### config.mk
export PLATFORM = sky130hd
export DESIGN_NAME = ssc_div
export DESIGN_NICKNAME = d
export VERILOG_FILES = /design/src/hdl/ssc_pkg.sv /design/src/hdl/ssc_div.sv
export SDC_FILE = /design/constraint.sdc
export NUM_CORES = 2
export LEC_CHECK = 0
export BUFFER_PORTS_ARGS = -buffer_cell sky130_fd_sc_hd__buf_2
export CAP_MARGIN = 0
export CORE_UTILIZATION = 35
export DETAILED_ROUTE_END_ITERATION = 8
export PLACE_DENSITY_LB_ADDON = 0.08
export SYNTH_ARGS = -nofsm -noshare
export SYNTH_HDL_FRONTEND = slang
export SYNTH_SLANG_ARGS = --single-unit
### constraint.sdc
create_clock -name i_clk -period 4.4 [get_ports i_clk]
set_clock_uncertainty 0.1 [all_clocks]
set_input_delay 0.22 -clock i_clk [delete_from_list [all_inputs] [get_ports i_clk]]
set_output_delay 0.22 -clock i_clk [all_outputs]
set_load 0.1 [all_outputs]
### src/hdl/ssc_pkg.sv
// shared constants and types for the segment closest-points pipeline
package ssc_pkg;

    // default coordinate and fraction widths
    localparam int COORD_BITS_DEF    = 16;
    localparam int FRACTION_BITS_DEF = 16;

    // width of the zero tolerance register
    localparam int TOL_BITS = 16;

    // width of the case code
    localparam int CASE_BITS = 2;

    // which solution path a word took
    typedef enum logic [CASE_BITS-1:0] {
        CASE_GENERAL = 2'd0,
        CASE_BOTH    = 2'd1,
        CASE_FIRST   = 2'd2,
        CASE_SECOND  = 2'd3
    } t_case;

endpackage

### src/hdl/ssc_div.sv
// pipelined clamped ratio unit, one quotient bit per stage
module ssc_div #(
    parameter int W  = 40,
    parameter int F  = ssc_pkg::FRACTION_BITS_DEF,
    parameter int SW = 1
) (
    input  logic                i_clk,
    input  logic                i_rst_n,
    input  logic                i_en,
    input  logic                i_valid,
    input  logic signed [W-1:0] i_num,
    input  logic signed [W-1:0] i_den,
    input  logic [SW-1:0]       i_side,
    output logic                o_valid,
    output logic [F:0]          o_quo,
    output logic [SW-1:0]       o_side
);
    // capture stage, flag stage, then one stage per quotient bit
    localparam int NS = F + 2;

    logic [NS-1:0]       r_v;
    logic signed [W-1:0] r_num;
    logic signed [W-1:0] r_den;
    logic [SW-1:0]       r_side [NS];
    logic [W-1:0]        r_rem  [NS];
    logic [W-1:0]        r_dv   [NS];
    logic [F-1:0]        r_q    [NS];
    logic                r_zero [NS];
    logic                r_one  [NS];
    logic                n_zero;
    logic                n_one;

    // valid bits travel with the data
    always_ff @(posedge i_clk) begin
        if (!i_rst_n) begin
            r_v <= '0;
        end else if (i_en) begin
            r_v <= {r_v[NS-2:0], i_valid};
        end
    end

    // capture operands
    always_ff @(posedge i_clk) begin
        if (i_en) begin
            r_num     <= i_num;
            r_den     <= i_den;
            r_side[0] <= i_side;
        end
    end

    // zero and saturation checks, denominator is never negative
    always_comb begin
        n_zero = (r_den == '0) || r_num[W-1] || (r_num == '0);
        n_one  = !n_zero && (r_num >= r_den);
    end

    always_ff @(posedge i_clk) begin
        if (i_en) begin
            r_side[1] <= r_side[0];
            r_rem[1]  <= r_num;
            r_dv[1]   <= r_den;
            r_q[1]    <= '0;
            r_zero[1] <= n_zero;
            r_one[1]  <= n_one;
        end
    end

    // restoring division steps
    for (genvar k = 2; k < NS; k++) begin : g_step
        logic [W-1:0] w_sh;
        logic [W-1:0] w_df;
        logic         w_ge;

        always_comb begin
            w_sh = {r_rem[k-1][W-2:0], 1'b0};
            w_ge = (w_sh >= r_dv[k-1]);
            w_df = w_sh - r_dv[k-1];
        end

        always_ff @(posedge i_clk) begin
            if (i_en) begin
                r_side[k] <= r_side[k-1];
                r_rem[k]  <= w_ge ? w_df : w_sh;
                r_dv[k]   <= r_dv[k-1];
                r_q[k]    <= {r_q[k-1][F-2:0], w_ge};
                r_zero[k] <= r_zero[k-1];
                r_one[k]  <= r_one[k-1];
            end
        end
    end

    // clamp to [0, 1.0]
    assign o_valid = r_v[NS-1];
    assign o_side  = r_side[NS-1];
    assign o_quo   = r_zero[NS-1] ? '0 :
                     r_one[NS-1]  ? {1'b1, {F{1'b0}}} :
                                    {1'b0, r_q[NS-1]};

endmodule

## After elaboration in Yosys (flattened, before gate mapping)

Memory sizes are Yosys's and may differ from the RTL's.
Index checks and enable logic that the tools add are counted.

| storage, ports and cells | value |
|---|---|
| register bits | 98 |
| bits in writable memories | 1,782 |
| logic and storage cells | 68 |
| memories kept | 6 |

Memory list:

| memory | words | width | read ports | clocked after Yosys merged registers in | wr ports | line | source |
|---|---|---|---|---|---|---|---|
| r_dv | 18 | 40 | 16 | 0 | 17 | ssc_div.sv:26 | `logic [W-1:0] r_dv [NS];` |
| r_rem | 18 | 40 | 16 | 0 | 17 | ssc_div.sv:25 | `logic [W-1:0] r_rem [NS];` |
| r_q | 18 | 16 | 17 | 0 | 17 | ssc_div.sv:27 | `logic [F-1:0] r_q [NS];` |
| r_one | 18 | 1 | 17 | 0 | 17 | ssc_div.sv:29 | `logic r_one [NS];` |
| r_side | 18 | 1 | 18 | 0 | 18 | ssc_div.sv:24 | `logic [SW-1:0] r_side [NS];` |
| r_zero | 18 | 1 | 17 | 0 | 17 | ssc_div.sv:28 | `logic r_zero [NS];` |

| cells by class | value |
|---|---|
| add/sub/neg operators | 16 |
| magnitude comparators | 17 |
| multiplexer cells | 20 |
| reduce and logical (&&, ||, !) cells | 6 |

Operators by type and width:

| operator | count |
|---|---|
| 40-bit >= comparator | 17 |
| 40-bit 2-to-1 mux | 16 |
| 40-bit subtractor | 16 |
| 40-bit logical NOT | 2 |
| 17-bit 2-to-1 mux | 2 |
| 1-bit logical OR | 2 |
| 1-bit 2-to-1 mux | 2 |
| 1-bit logical AND | 1 |
| 1-bit logical NOT | 1 |

## Depth between registers and ports, before layout

| logic depth | value |
|---|---|
| depth in word-level cells | 5 |
| depth in mapped cells | 16 |
| mapped depth without buffers | 13 |

## Worst setup path before layout

No wires, ideal clock.

| timing path | value |
|---|---|
| path kind | flip-flop to flip-flop |
| start | memory r_dv[12][0] (netlist: r_dv[6][0]) |
| end | memory r_rem[13][3] (netlist: r_rem[0][523]) (data pin) |
| library setup time | 260 ps |
| arrival | 2,976 ps |
| data required time | 4,040 ps |
| setup slack | 1,064 ps |
| cell stages (with the launch flop) | 12 |
| path buffers | 1 |
| period minus slack after synthesis | 3,336 ps |
| path through | edfxtp_1 > fa_1 > nand2b_1 > a211oi_1 > o41ai_1 > a211oi_1 > o21bai_1 > a311oi_1 > a31oi_1 > o21bai_2 > buf_2 > mux2_2 |

RTL lines:

| what | line |
|---|---|
| from (decl) | ssc_div.sv:26 |
| to (decl) | ssc_div.sv:25 |

==> impl_results.md <==
- R2R Path Start: r_rem[0][192]
- DR pass1 iterations: 7
- Static Leakage: 42.6 nW
- Nets: 9371
- Yosys warnings: 0
- Largest buffer count on any clock path: 3
- Total gr overflow: 0
- Total chip power: 0.0678 W
- Core region area: 251000 um^2
- Port bufs: 103
- Routed vias/inst: 5.04
- Hold depth: 2
- VDD IR-drop max: 0.000410 V
- Min-Delay Path Class: input pin to register
- Worst R2R Path Depth: 12
- Drt wl/cell: 19.0 um
- First-pass GRT wire length: 354000 um
- Die span in y: 505 um
- Clock Pin Slew Worst Setup and Hold Paths: 60 ps
- DR vias: 61000
- Netlist cell types: 102
- Die Area: 255000 um^2
- Clock latency on the worst-skew pair: 830 ps
- Critical Path RT: 4840 ps
- Syn nets: 8870
- Most used DFF post-synth: edfxtp_1
- Slew @ Worst Pin: 1170 ps
- # IOs: 104
- FF-to-FF setup slack: 130 ps
- H-Tree Depth: 4
- Fin crit period: 4270 ps
- Filler cells: 23900
- # setup viols final: 0
- Max Freq: 0.234 GHz
- Final Max Slew Viols: 0
- Status: finished, final reports clean
- Syn Area/Cell: 10.9 um^2
- Root Driver: clkbuf_16
- DP HPWL: 180000 um
- Area grow syn2layout: 16.1%
- Sequential area share after synthesis: 52.3%
- Iter 0 DRT Violations: 3084
- Die X: 505 um
- Hold_sp: i_side
- Overall Global Routing Usage: 17.8%
- Post-route cell area: 103000 um^2
- Asr flop ratio synth: 0%
- DR DRC count: 0
- Inserted Clock Buffers: 188
- Yosys reg bits: 1550
- # rows: 184
- Wirelength, routed: 230000 um
- Vias in the first global route: 64600
- Post-Syn Area: 88600 um^2
- Critical path launch point type: register
- Min-Delay Endpoint: r_side[0]
- Largest net degree at the start of global routing: 141
- Initial Util: 35.2%
- Routed Antenna Nets: 0
- Layout cells sized above 1: 9.55%
- CP max FO: 22
- Antenna violations before repair: 3
- Syn Inst Count: 8091
- GP Congestion: 0.964
- Crit. End Element: register
- TritonCTS clock tree: done
- Placed Area: 94900 um^2
- Relative slew margins: 21.4%
- Pwr dens: 659 nW/um^2
- Clk sink count: 1550
- Final Cycle Share: 97.0%
- RSZ-0062 raised after global routing: no
- Reg-to-reg endpoint: r_rem[0][222]
- Most frequent cells in the layout: edfxtp_1, inv_1, a21oi_1
- Max-cap violations: 0
- Final Hold Viols: 0
- Setup CP Type: register to register
- Most common cell after layout, fill and taps aside: edfxtp_1
- Number of flops mapped to enable cells by yosys: 1532
- Worst endpoint data arrival time: 4710 ps
-- where the power goes --
| part | internal (W) | leakage, nW | total, W | switching [W] |
|---|---|---|---|---|
| Combinational | 0.0126 | 24.5 | 0.0297 | 0.0171 |
| Sequential | 0.0207 | 15.2 | 0.0225 | 0.00177 |
| Clock | 0.00919 | 3.00 | 0.0155 | 0.00636 |
-- cell usage after synthesis (20+ instances only) --
master / instances / area (um^2)
a211oi_1: 50 / 375
a21boi_0: 31 / 233
a21o_1: 383 / 2880
a21oi_1: 686 / 3430
a31oi_1: 65 / 407
a41oi_1: 21 / 184
and2_1: 55 / 344
and3_1: 59 / 369
and4_1: 20 / 175
buf_2: 59 / 295
clkbuf_1: 142 / 533
edfxtp_1: 1532 / 46000
ha_1: 679 / 8500
inv_1: 838 / 3150
mux2_2: 97 / 1090
mux2i_1: 29 / 290
nand2_1: 566 / 2120
nand2b_1: 77 / 482
nand3_1: 121 / 606
nand4_1: 125 / 782
nor2_1: 473 / 1780
nor2b_1: 104 / 651
nor3_1: 105 / 526
nor4_1: 38 / 238
o211ai_1: 45 / 338
o21a_1: 76 / 571
o21ai_0: 517 / 2590
o21ai_1: 49 / 245
o21bai_1: 90 / 676
o31ai_1: 42 / 315
or2_2: 25 / 156
or3_1: 42 / 263
xnor2_1: 270 / 2360
xor2_1: 217 / 1900
-- per-stage QoR --
step | util [%] | setup TNS, ps | std cells | hold slack [ps] | setup slack [ps]
finish | 40.9 | 0 | 12100 | 78.2 | 132
detailed placement | 37.8 | -2240 | 11600 | 298 | -163
global route | 40.9 | 0 | 12100 | 36.1 | 73.4
global placement | 37.8 | -929 | 11600 | 296 | -94.5
CTS | 40.9 | 0 | 12100 | 1.19 | 80.1
floorplan | - | 0 | 8091 | 219 | 1060
-- state kept, by name, indices dropped and copies added, names as in the netlist --
signal,flops
r_den,40
r_dv,640
r_num,40
r_one,17
r_q,136
r_rem,624
r_side,18
r_v,18
r_zero,17
-- critical path, stage by stage (launching register included) --
cell      delay (ps)
edfxtp_1         420
ha_1             430
a21o_1           210
a21o_1           170
a21oi_1          220
nor2b_1           70
o21ai_0          200
a21oi_1          160
nor3_1           960
a21o_2           460
inv_2            120
buf_12           170
mux2_2           270
-- worst max path at each step --
stage / to / depth (start not counted) / startpoint
after detailed placement: r_rem[0][527] / 14 / r_rem[0][483]
final: r_rem[0][222] / 12 / r_rem[0][192]
after CTS: r_rem[0][138] / 14 / r_rem[0][84]
after global placement: r_rem[0][523] / 14 / r_rem[0][483]
after global routing: r_rem[0][496] / 12 / r_dv[5][40]
after floorplan: r_rem[0][523] / 11 / r_dv[6][0]
-- final cells by class --
cell class              count  area (um^2)  area share (%)
clock buffers             248         5070            4.93
diodes                      7         17.5          0.0170
multi-input cells        5475        38200            37.2
inverters                 844         3170            3.08
flip-flops and latches   1550        46400            45.1
repair buffers            533         4670            4.54
well taps                3348         4190            4.07
clock inverters            93         1120            1.09
-- what timing repair did --
item | CTS | global route
pin swaps | 1 | 0
endpoints found under the hold margin | 209 | 0
hold buffers | 165 | 0
resized for setup | 1 | 2
endpoints found under the setup margin | 32 | 30
setup buffers | 1 | 0
-- cells by family after synthesis --
logic type / synth area share [%]
adders and majority gates: 9.93
DFF: 52.3
buffers and inverters: 4.68
AOI/OAI and AO/OA: 16.2
muxes: 1.93
and+or+nand+nor: 10.1
xor gates and xnor gates: 4.82
-- routing by layer --
layer	global-route usage [%]	share of wire [%]	up-vias
li1	-	-	30700
met1	15.8	35	28600
met2	36.3	56	1070
met3	2.21	2.4	653
met4	12.3	7.5	0
met5	0	0	-
Note: power is estimated with default switching activity, not from simulation.
